<file path="config.mk">
export PLATFORM = sky130hd
export DESIGN_NAME = hill_cipher_key_recovery_2x2_core
export DESIGN_NICKNAME = d
export VERILOG_FILES = /design/src/design/hck_pkg.sv /design/src/design/hill_cipher_key_recovery_2x2_core.sv /design/src/design/hck_pipe_ctl.sv /design/src/design/hck_modred.sv
export SDC_FILE = /design/constraint.sdc
export NUM_CORES = 2
export LEC_CHECK = 0
export BUFFER_PORTS_ARGS = -buffer_cell sky130_fd_sc_hd__buf_2
export CORE_MARGIN = 1
export CORE_UTILIZATION = 50
export CTS_CLUSTER_DIAMETER = 40
export CTS_CLUSTER_SIZE = 8
export DETAILED_ROUTE_END_ITERATION = 10
export GPL_TIMING_DRIVEN = 0
export MAX_ROUTING_LAYER = met4
export PLACE_DENSITY = 0.76
export SLEW_MARGIN = 30
export SYNTH_ARGS = -nofsm -noshare
export SYNTH_HDL_FRONTEND = slang
export SYNTH_HIERARCHICAL = 1
export SYNTH_SLANG_ARGS = --single-unit
</file>
<file path="constraint.sdc">
create_clock -name i_clk -period 7.1 [get_ports i_clk]
set_input_delay 1.42 -clock i_clk [delete_from_list [all_inputs] [get_ports i_clk]]
set_output_delay 1.42 -clock i_clk [all_outputs]
set_load 0.005 [all_outputs]
</file>
<file path="src/design/hck_pkg.sv">
// Shared types and constants for the 2x2 Hill key recovery pipeline.
// No dependencies; imported by every module of the block.
package hck_pkg;

    localparam int IN_W  = 5;
    localparam int KEY_W = 5;
    localparam int N_ENT = 4;
    localparam int NSTG  = 12;

    localparam int ST_RED   = 0;
    localparam int ST_DPROD = 1;
    localparam int ST_DSUM  = 2;
    localparam int ST_DQ    = 3;
    localparam int ST_DET   = 4;
    localparam int ST_INV   = 5;
    localparam int ST_IPROD = 6;
    localparam int ST_IQ    = 7;
    localparam int ST_PINV  = 8;
    localparam int ST_KSUM  = 9;
    localparam int ST_KQ    = 10;
    localparam int ST_KEY   = 11;

    typedef struct packed {
        logic [NSTG-1:0] en;
        logic [NSTG-1:0] vld;
    } t_pipe_ctl;

    typedef struct packed {
        logic en_q;
        logic en_r;
    } t_red_en;

endpackage

</file>
<file path="src/design/hill_cipher_key_recovery_2x2_core.sv">
// Hill cipher 2x2 known-plaintext key recovery: K = C * P^-1 mod alphabet size.
// Depends on hck_pkg, hck_pipe_ctl and hck_modred.
//
// One request (P and C) is accepted per clock unless a stalled output has filled
// every stage. The pipeline depth comes from three modular reductions
// (determinant, inverse matrix, key product), each a reciprocal multiply stage
// followed by a multiply-subtract stage, with product and table stages between
// them. Each stage has its own valid bit, so a stalled output only holds the
// stages that are actually full. When the plaintext determinant has no inverse
// the singular flag is set in tuser and the key fields are zero.
module hill_cipher_key_recovery_2x2_core import hck_pkg::*; #(
    parameter int ALPHABET_SIZE = 26
) (
    input  logic        i_clk,
    input  logic        i_rst_n,
    input  logic        i_s_tvalid,
    output logic        o_s_tready,
    // plain_r0c0, plain_r0c1, plain_r1c0, plain_r1c1,
    // cipher_r0c0, cipher_r0c1, cipher_r1c0, cipher_r1c1 (5 bits each)
    input  logic [39:0] i_s_tdata,
    output logic        o_m_tvalid,
    input  logic        i_m_tready,
    // key_r0c0, key_r0c1, key_r1c0, key_r1c1 (5 bits each), 4 zero bits
    output logic [23:0] o_m_tdata,
    // singular
    output logic [0:0]  o_m_tuser
);

    localparam int W    = $clog2(ALPHABET_SIZE);
    localparam int XW   = 2 * W + 1;
    localparam int PW   = 2 * W;
    localparam int TBL  = 2 ** W;
    localparam int NRED = 2 ** IN_W;
    localparam logic [XW-1:0] MM = XW'(ALPHABET_SIZE * ALPHABET_SIZE);

    function automatic int inv_of(int d);
        int r;
        r = 0;
        for (int x = ALPHABET_SIZE - 1; x >= 1; x--) begin
            if (((d * x) % ALPHABET_SIZE) == 1) r = x;
        end
        return r;
    endfunction

    logic [W-1:0]   red_tbl [NRED];
    logic [W-1:0]   inv_tbl [TBL];
    logic [TBL-1:0] sing_tbl;

    for (genvar g = 0; g < NRED; g++) begin : g_red
        assign red_tbl[g] = W'(g % ALPHABET_SIZE);
    end

    for (genvar g = 0; g < TBL; g++) begin : g_inv
        assign inv_tbl[g]  = W'(inv_of(g));
        assign sing_tbl[g] = (inv_of(g) == 0);
    end

    t_pipe_ctl       w_ctl;
    logic [NSTG-1:0] en;

    hck_pipe_ctl u_ctl (
        .i_clk       (i_clk),
        .i_rst_n     (i_rst_n),
        .i_in_valid  (i_s_tvalid),
        .i_out_ready (i_m_tready),
        .o_in_ready  (o_s_tready),
        .o_ctl       (w_ctl)
    );

    assign en = w_ctl.en;

    // entry order in p/c vectors: r0c0, r0c1, r1c0, r1c1
    logic [N_ENT-1:0][W-1:0] r0_p, r0_c, r1_p, r1_c, r2_p, r2_c;
    logic [N_ENT-1:0][W-1:0] r3_p, r3_c, r4_p, r4_c;
    logic [PW-1:0]           r1_a, r1_b;
    logic [XW-1:0]           r2_x;

    always_ff @(posedge i_clk) begin
        if (en[ST_RED]) begin
            for (int l = 0; l < N_ENT; l++) begin
                r0_p[l] <= red_tbl[i_s_tdata[l*IN_W +: IN_W]];
                r0_c[l] <= red_tbl[i_s_tdata[(l+N_ENT)*IN_W +: IN_W]];
            end
        end
        if (en[ST_DPROD]) begin
            r1_a <= PW'(r0_p[0]) * PW'(r0_p[3]);
            r1_b <= PW'(r0_p[1]) * PW'(r0_p[2]);
            r1_p <= r0_p;
            r1_c <= r0_c;
        end
        if (en[ST_DSUM]) begin
            r2_x <= XW'(r1_a) + MM - XW'(r1_b);
            r2_p <= r1_p;
            r2_c <= r1_c;
        end
        if (en[ST_DQ]) begin
            r3_p <= r2_p;
            r3_c <= r2_c;
        end
        if (en[ST_DET]) begin
            r4_p <= r3_p;
            r4_c <= r3_c;
        end
    end

    logic [0:0][W-1:0] w_det;

    hck_modred #(.ALPHABET_SIZE(ALPHABET_SIZE), .LANES(1)) u_red_det (
        .i_clk (i_clk),
        .i_en  (t_red_en'{en_q: en[ST_DQ], en_r: en[ST_DET]}),
        .i_x   (r2_x),
        .o_r   (w_det)
    );

    // adjugate entries in pinv order: p11, -p01, -p10, p00
    logic [N_ENT-1:0][W-1:0]  r5_m, r5_c, r6_c, r7_c, r8_c;
    logic [W-1:0]             r5_dinv;
    logic                     r5_sing, r6_sing, r7_sing, r8_sing;
    logic                     r9_sing, r10_sing, r11_sing;
    logic [N_ENT-1:0][PW-1:0] r6_pr;
    logic [N_ENT-1:0][XW-1:0] w_ipx;
    logic [N_ENT-1:0][W-1:0]  w_pinv;
    logic [N_ENT-1:0][XW-1:0] r9_s;
    logic [N_ENT-1:0][W-1:0]  w_key;
    logic [W-1:0]             w_n01, w_n10;

    assign w_n01 = (r4_p[1] == '0) ? '0
                 : W'((W + 1)'(ALPHABET_SIZE) - (W + 1)'(r4_p[1]));
    assign w_n10 = (r4_p[2] == '0) ? '0
                 : W'((W + 1)'(ALPHABET_SIZE) - (W + 1)'(r4_p[2]));

    always_ff @(posedge i_clk) begin
        if (en[ST_INV]) begin
            r5_dinv <= inv_tbl[w_det[0]];
            r5_sing <= sing_tbl[w_det[0]];
            r5_m    <= {r4_p[0], w_n10, w_n01, r4_p[3]};
            r5_c    <= r4_c;
        end
        if (en[ST_IPROD]) begin
            for (int l = 0; l < N_ENT; l++) begin
                r6_pr[l] <= PW'(r5_m[l]) * PW'(r5_dinv);
            end
            r6_c    <= r5_c;
            r6_sing <= r5_sing;
        end
        if (en[ST_IQ]) begin
            r7_c    <= r6_c;
            r7_sing <= r6_sing;
        end
        if (en[ST_PINV]) begin
            r8_c    <= r7_c;
            r8_sing <= r7_sing;
        end
        if (en[ST_KSUM]) begin
            for (int i = 0; i < 2; i++) begin
                for (int j = 0; j < 2; j++) begin
                    r9_s[i*2+j] <= XW'(PW'(r8_c[i*2]) * PW'(w_pinv[j]))
                                 + XW'(PW'(r8_c[i*2+1]) * PW'(w_pinv[2+j]));
                end
            end
            r9_sing <= r8_sing;
        end
        if (en[ST_KQ]) begin
            r10_sing <= r9_sing;
        end
        if (en[ST_KEY]) begin
            r11_sing <= r10_sing;
        end
    end

    always_comb begin
        for (int l = 0; l < N_ENT; l++) begin
            w_ipx[l] = XW'(r6_pr[l]);
        end
    end

    hck_modred #(.ALPHABET_SIZE(ALPHABET_SIZE), .LANES(N_ENT)) u_red_pinv (
        .i_clk (i_clk),
        .i_en  (t_red_en'{en_q: en[ST_IQ], en_r: en[ST_PINV]}),
        .i_x   (w_ipx),
        .o_r   (w_pinv)
    );

    hck_modred #(.ALPHABET_SIZE(ALPHABET_SIZE), .LANES(N_ENT)) u_red_key (
        .i_clk (i_clk),
        .i_en  (t_red_en'{en_q: en[ST_KQ], en_r: en[ST_KEY]}),
        .i_x   (r9_s),
        .o_r   (w_key)
    );

    always_comb begin
        o_m_tdata = '0;
        for (int l = 0; l < N_ENT; l++) begin
            o_m_tdata[l*KEY_W +: KEY_W] = r11_sing ? '0 : KEY_W'(w_key[l]);
        end
    end

    assign o_m_tvalid   = w_ctl.vld[ST_KEY];
    assign o_m_tuser[0] = r11_sing;

endmodule

</file>
<file path="src/design/hck_pipe_ctl.sv">
// Valid bits and per-stage load enables for the key recovery pipeline.
// Depends on hck_pkg.
module hck_pipe_ctl import hck_pkg::*; (
    input  logic      i_clk,
    input  logic      i_rst_n,
    input  logic      i_in_valid,
    input  logic      i_out_ready,
    output logic      o_in_ready,
    output t_pipe_ctl o_ctl
);

    logic [NSTG-1:0] r_vld;
    logic [NSTG-1:0] n_vld;
    logic [NSTG-1:0] w_en;

    // a stage loads when it is empty or the stage after it moves
    always_comb begin
        w_en[NSTG-1] = !r_vld[NSTG-1] || i_out_ready;
        for (int k = NSTG - 2; k >= 0; k--) begin
            w_en[k] = !r_vld[k] || w_en[k+1];
        end
    end

    always_comb begin
        n_vld = r_vld;
        for (int k = 0; k < NSTG; k++) begin
            if (w_en[k]) begin
                n_vld[k] = (k == 0) ? i_in_valid : r_vld[(k == 0) ? 0 : k - 1];
            end
        end
    end

    always_ff @(posedge i_clk) begin
        if (!i_rst_n) begin
            r_vld <= '0;
        end else begin
            r_vld <= n_vld;
        end
    end

    assign o_in_ready = w_en[0];
    assign o_ctl.en   = w_en;
    assign o_ctl.vld  = r_vld;

    a_accept_lands: assert property (@(posedge i_clk) disable iff (!i_rst_n)
        (i_in_valid && o_in_ready) |=> r_vld[0])
        else $error("accepted request did not enter the first stage");

    a_full_blocks: assert property (@(posedge i_clk) disable iff (!i_rst_n)
        ((&r_vld) && !i_out_ready) |-> !o_in_ready)
        else $error("full pipeline accepted a request");

    a_conserve: assert property (@(posedge i_clk) disable iff (!i_rst_n)
        $past(i_rst_n) |-> ($countones(r_vld) == $countones($past(r_vld))
            + int'($past(i_in_valid && o_in_ready))
            - int'($past(r_vld[NSTG-1] && i_out_ready))))
        else $error("request lost or duplicated in pipeline");

endmodule

</file>
<file path="src/design/hck_modred.sv">
// Two-stage reduction modulo the alphabet size: reciprocal multiply, then
// multiply-subtract with one correction. Depends on hck_pkg.
module hck_modred import hck_pkg::*; #(
    parameter  int ALPHABET_SIZE = 26,
    parameter  int LANES         = 1,
    localparam int W             = $clog2(ALPHABET_SIZE),
    localparam int XW            = 2 * W + 1
) (
    input  logic                       i_clk,
    input  t_red_en                    i_en,
    input  logic [LANES-1:0][XW-1:0]   i_x,
    output logic [LANES-1:0][W-1:0]    o_r
);

    localparam logic [XW-1:0] RECIP = XW'((64'(1) << XW) / ALPHABET_SIZE);

    logic [LANES-1:0][XW-1:0] r_x;
    logic [LANES-1:0][XW-1:0] r_q;
    logic [LANES-1:0][XW-1:0] w_prod_q;
    logic [LANES-1:0][W:0]    w_rem;
    logic [LANES-1:0][W-1:0]  w_fix;

    always_comb begin
        for (int l = 0; l < LANES; l++) begin
            w_prod_q[l] = XW'(((2 * XW)'(i_x[l]) * (2 * XW)'(RECIP)) >> XW);
        end
    end

    always_ff @(posedge i_clk) begin
        if (i_en.en_q) begin
            r_x <= i_x;
            r_q <= w_prod_q;
        end
    end

    // quotient estimate is low by at most one
    always_comb begin
        for (int l = 0; l < LANES; l++) begin
            w_rem[l] = (W + 1)'(r_x[l] - XW'(r_q[l] * XW'(ALPHABET_SIZE)));
            if (w_rem[l] >= (W + 1)'(ALPHABET_SIZE)) begin
                w_fix[l] = W'(w_rem[l] - (W + 1)'(ALPHABET_SIZE));
            end else begin
                w_fix[l] = W'(w_rem[l]);
            end
        end
    end

    always_ff @(posedge i_clk) begin
        if (i_en.en_r) begin
            o_r <= w_fix;
        end
    end

endmodule

</file>
* Word-level counts from Yosys, hierarchy flattened *
Memory sizes are Yosys's and may differ from the RTL's. A register that Yosys moved wholly into a read port is not among the register bits.
Cells that the tools add are included.

storage, ports and cells
  bits in registers = 555
  bits in read-only memories = 1,472
  input port bits = 44
  output and inout port bits = 27
  word-level logic and storage cells = 233
  memories = 10

operators by class
  $add $sub $neg = 26
  multipliers = 32
  magnitude comparators = 9
  muxes and demuxes = 13
  bitwise logic cells = 9
  reductions and logical operators = 26

memories
  memory           depth  bits a word  read ports  clocked after memory_dff  write ports  RTL line                                  RTL
  (no name shown)  32     5            1           1                         0            hill_cipher_key_recovery_2x2_core.sv:134  r5_dinv <= inv_tbl[w_det[0]];
  (no name shown)  32     5            1           1                         0            hill_cipher_key_recovery_2x2_core.sv:82   r0_c[l] <= red_tbl[i_s_tdata[(l+N_ENT)*IN_W +: IN_W]];
  (no name shown)  32     5            1           1                         0            hill_cipher_key_recovery_2x2_core.sv:81   r0_p[l] <= red_tbl[i_s_tdata[l*IN_W +: IN_W]];
  (no name shown)  32     5            1           1                         0            hill_cipher_key_recovery_2x2_core.sv:82
  (no name shown)  32     5            1           1                         0            hill_cipher_key_recovery_2x2_core.sv:81
  (no name shown)  32     5            1           1                         0            hill_cipher_key_recovery_2x2_core.sv:82
  4 more memories  -      -            -           -                         -            -

operator list
  kind                                                                    count
  5-bit by 5-bit multiplier with 10-bit output                            14
  11-bit by 6-bit multiplier with 17-bit output (second input constant)   5
  5-bit two-way mux                                                       13
  10-bit by 6-bit multiplier with 16-bit output (second input constant)   4
  7-bit by 4-bit multiplier with 5-bit output (second input constant)     9
  6-bit by 5-bit >= comparator with 1-bit output (second input constant)  9
  5-bit inverter with 6-bit output                                        9
  6-bit subtractor                                                        9
  5-bit subtractor (second input constant)                                9
  10-bit by 10-bit adder with 11-bit output                               4
  1-bit zero test                                                         12
  1-bit logical OR                                                        12
  10-bit by 10-bit adder with 11-bit output (second input constant)       1
  11-bit by 10-bit subtractor with 11-bit output                          1
  5-bit zero test                                                         2
  5-bit subtractor (first input constant)                                 2

* Longest topological paths before layout *
  word-level depth = 13
  mapped depth = 17
  gate-level depth less buffers = 16

* Hierarchy *
Netlist, hierarchy kept.

modules (own cells, without submodules)
  module                             instances  cells each  area each (µm²)  seq. area each (µm²)
  hill_cipher_key_recovery_2x2_core  1          1,985       25,663.4         12,822.3
  hck_modred at u_red_key            1          652         7,113.1          1,921.8
  hck_modred at u_red_pinv           1          656         7,094.3          1,921.8
  hck_modred at u_red_det            1          170         1,806.7          480.5
  hck_pipe_ctl                       1          53          505.5            240.2

* Least setup slack after synthesis *
Ideal clock, no wire load.

  kind = register -> register
  start = register r8_c[18] (netlist bit)
  end = register r9_s[32] (netlist bit), data pin
  setup time = 0.272 ns
  arrival time = 4.856 ns
  data required time = 6.828 ns
  slack = 1.972 ns
  cell stages (with the launch flop) = 16
  buffers on the path = 0
  clock period less this slack = 5.128 ns
  cell sequence = edfxtp_1 > and2_1 > fa_1 > inv_1 > fa_1 > inv_1 > fa_1 > fa_1 > inv_1 > fa_1 > inv_1 > ha_1 > and3_4 > a2111oi_4 > nor3_1 > or4_1

on the way
  cells in the longest elaborated chain, start to end = 2

RTL lines
  item                                          RTL line                                  RTL
  from (decl)                                   hill_cipher_key_recovery_2x2_core.sv:116  logic [N_ENT-1:0][W-1:0] r5_m, r5_c, r6_c, r7_c, r8_c;
  from (signal assigned)                        hill_cipher_key_recovery_2x2_core.sv:151  r8_c <= r7_c;
  5-bit by 5-bit multiplier with 10-bit output  hill_cipher_key_recovery_2x2_core.sv:158  + XW'(PW'(r8_c[i*2+1]) * PW'(w_pinv[2+j]));
  10-bit by 10-bit adder with 11-bit output     hill_cipher_key_recovery_2x2_core.sv:158
  to (signal, indexed assignment)               hill_cipher_key_recovery_2x2_core.sv:157  r9_s[i*2+j] <= XW'(PW'(r8_c[i*2]) * PW'(w_pinv[j]))
  to (decl)                                     hill_cipher_key_recovery_2x2_core.sv:123  logic [N_ENT-1:0][XW-1:0] r9_s;

No other way between the ends.
A chain may end at the register's enable or synchronous reset.

* Worst setup path after layout *
  start = register r8_c[11] (netlist bit)
  end = register r9_s[32] (netlist bit), data pin

on the way
  cells in the longest elaborated chain, start to end = 2

RTL lines
  item                                          RTL line
  5-bit by 5-bit multiplier with 10-bit output  hill_cipher_key_recovery_2x2_core.sv:157
  10-bit by 10-bit adder with 11-bit output     hill_cipher_key_recovery_2x2_core.sv:158

No other way between the ends.

==> flow_summary.json <==
{
  "status": "complete, no violations",
  "hpwlAfterDp_mm": 52.5,
  "slew_viol_final": 0,
  "synth_fa_ha_area_share_pct": 32.2,
  "muxShareOfSynthArea_pct": 0.433,
  "drt_first_pass_iters": 6,
  "arrival_ps": 6020,
  "crit_type": "flop to flop",
  "cts.sinks": 583,
  "clk_path_buf_depth": 3,
  "grt.overflow.total": 0,
  "dr_total_vias": 24521,
  "drive_gt1_share_pct": 7.46,
  "required_ps": 7460,
  "hold_buffers": 0,
  "multi_input_area_um2": 21900,
  "regArea_um2": 17400,
  "cts_root_buf": "clkbuf_16",
  "startpoint": "r8_c[11]",
  "hold_violations": 0,
  "holdPathStages": 0,
  "worst_setup_path_end_kind": "flop",
  "start_util_pct": 50.5,
  "reg2reg_depth": 15,
  "cp-start-kind": "flop",
  "post-cts-setup-buffers": 0,
  "critPathSlowestCell": "fa_1",
  "row_count": 106,
  "synth.avg_cell_area_um2": 12.0,
  "grt_pass1_wl_mm": 118,
  "seq_area_frac_synth_pct": 41.2,
  "path_clk_slew_ps": 50,
  "area_delta_synth_final_pct": 12.1,
  "whs_endpoint": "r4_c[12]",
  "yosys-top-cells-area": "edfxtp_1 41%, ha_1 16%, fa_1 16%",
  "die-area_um2": 85500,
  "r2r-end": "r9_s[32]",
  "cap_violations": 0,
  "portBuffers": 66,
  "max_stage_delay_ps": 580,
  "drt_iter0_drc": 1106,
  "mostFrequentLayoutCells": "749 x inv_1, 571 x edfxtp_1, 556 x ha_1",
  "yosysTopAreaCellShare_pct": 40.6,
  "worst_slew_pin_slew_ps": 959,
  "worstPathMaxFanout": 10,
  "layout_commonest_cell": "inv_1",
  "yosysWarnings": 6,
  "setup_viol": 0,
  "timing.reg2reg.setup_slack_ps": 1440,
  "antenna_found_initial": 0,
  "ys_ff_latch": 583,
  "grt_max_degree": 62,
  "grt_use_total_pct": 17.3,
  "h-tree-depth": 3,
  "ys_async_sr_fraction_pct": 0,
  "wl_mm": 69.6,
  "clock_latency_ps": 660,
  "dp.cells": 4683,
  "antenna_left": 0,
  "fmax_mhz": 177,
  "dieHeight_um": 292,
  "fillerInstances": 6574,
  "drc_errors": 0,
  "cts_resized": 0,
  "period_needed_ps": 5660,
  "synth-edff-count": 571,
  "synth-main-ff-cell": "edfxtp_1",
  "holdCritStartpoint": "r3_c[12]",
  "cts_tree": "built",
  "rsz0062_at_grt": "false",
  "routabilityCongestion": 0.854,
  "yosys.cell_types.count": 78,
  "die_x_um": 292,
  "finalClockSkew_ps": 40.5,
  "wl_per_cell_um": 14.4,
  "fin_nets": 4639,
  "timing.rr.start": "r8_c[11]",
  "crit_chain": "clkbuf_1 > nand2_1 > fa_1 > inv_1 > fa_1 > fa_1 > fa_1 > inv_1 > fa_1 > inv_1 > ha_1 > and3_4 > a2111oi_4 > nor3_1 > or4_1",
  "min_path_type": "flop to flop",
  "yosysTopAreaCell": "edfxtp_1",
  "synth_top_family_by_area": "adder cells",
  "synth_compound_area_share_pct": 6.02,
  "synth_xor_area_share_pct": 4.38,
  "pin_count": 71,
  "min_period_over_period_pct": 79.7,
  "vias_per_cell": 5.06,
  "setup_tns_ps": 0,
  "crit_top_cell": "fa_1",
  "synth-simple-area-share_pct": 8.61,
  "coreArea_um2": 83600,
  "grt_pass1_vias": 25718,
  "relSlewSlack_pct": 34.4,
  "stdcell_count": 4849,
  "synthCells": 3516,
  "cts_buffers": 101,
  "syn_area_um2": 42200
}
==> metrics by stage <==
stage,instance area [um^2],setup slack (ps),hold slack [ps],utilization [%]
2_1_floorplan,42200,1970,400,-
3_3_place_gp,43900,1170,401,52.6
3_5_place_dp,44100,1470,405,52.8
4_1_cts,47300,1450,401,56.6
5_1_grt,47300,1280,409,56.6
6_report,47300,1440,406,56.6
==> kinds of logic (layout without fill, tap and decap cells) <==
group           count (synthesis)  count (layout)
simple gates                  676             676
buf+inv                       790            1027
mux                            17              17
other cells                     1              17
flops                         583             583
xor+xnor                      196             196
fa+ha+maj                     888             888
compound gates                365             365
==> state kept, by name, summed over array words and instances, names as in the netlist, 24 cells and up <==
register	cells
r6_pr	40
r9_s	44
u_red_key/r_x	24
u_red_pinv/r_x	24
==> layout make-up <==
type / instances / area share [%]
antenna: 1 / 0.00529
buffer: 37 / 0.333
clock buffer: 124 / 5.57
clock inverter: 40 / 1.12
inverter: 753 / 5.99
multi-input combinational: 2158 / 46.3
sequential: 583 / 36.8
tap: 1080 / 2.86
timing repair buffer: 73 / 1.03
==> worst max-delay path by stage <==
stage                to  cells past startpoint
6_report       r9_s[32]                     15
2_1_floorplan  r9_s[32]                     15
3_5_place_dp   r9_s[32]                     15
3_3_place_gp   r6_pr[7]                      4
5_1_grt        r9_s[32]                     15
4_1_cts        r9_s[32]                     15
==> cell usage after synthesis, drive strengths merged (49+ instances only) <==
library cell	n
inv	753
edfxtp	571
ha	556
fa	332
and2	235
nand2	179
xnor2	124
a21oi	91
nor2	71
xor2	63
o21ai	56
a21o	49
==> critical path: cells and delay by family, from the launching register on <==
| family | cells | cell delay [ps] |
|---|---|---|
| flops | 1 | 320 |
| simple gates | 4 | 1000 |
| buf+inv | 4 | 680 |
| fa+ha+maj | 6 | 2960 |
| compound gates | 1 | 420 |
==> layer usage <==
metal	wire length [um]	vias up	share of wire [%]	global-route usage, %
met1	29600	11913	43	19.8
met4	1850	0	2.7	5.58
li1	-	12059	-	-
met2	35800	412	51	31.1
met3	2390	137	3.4	2.60
met5	0	-	0	-
Power is not shown: default switching activity piles up to over one toggle a cycle in this logic, so the estimate is an artifact.
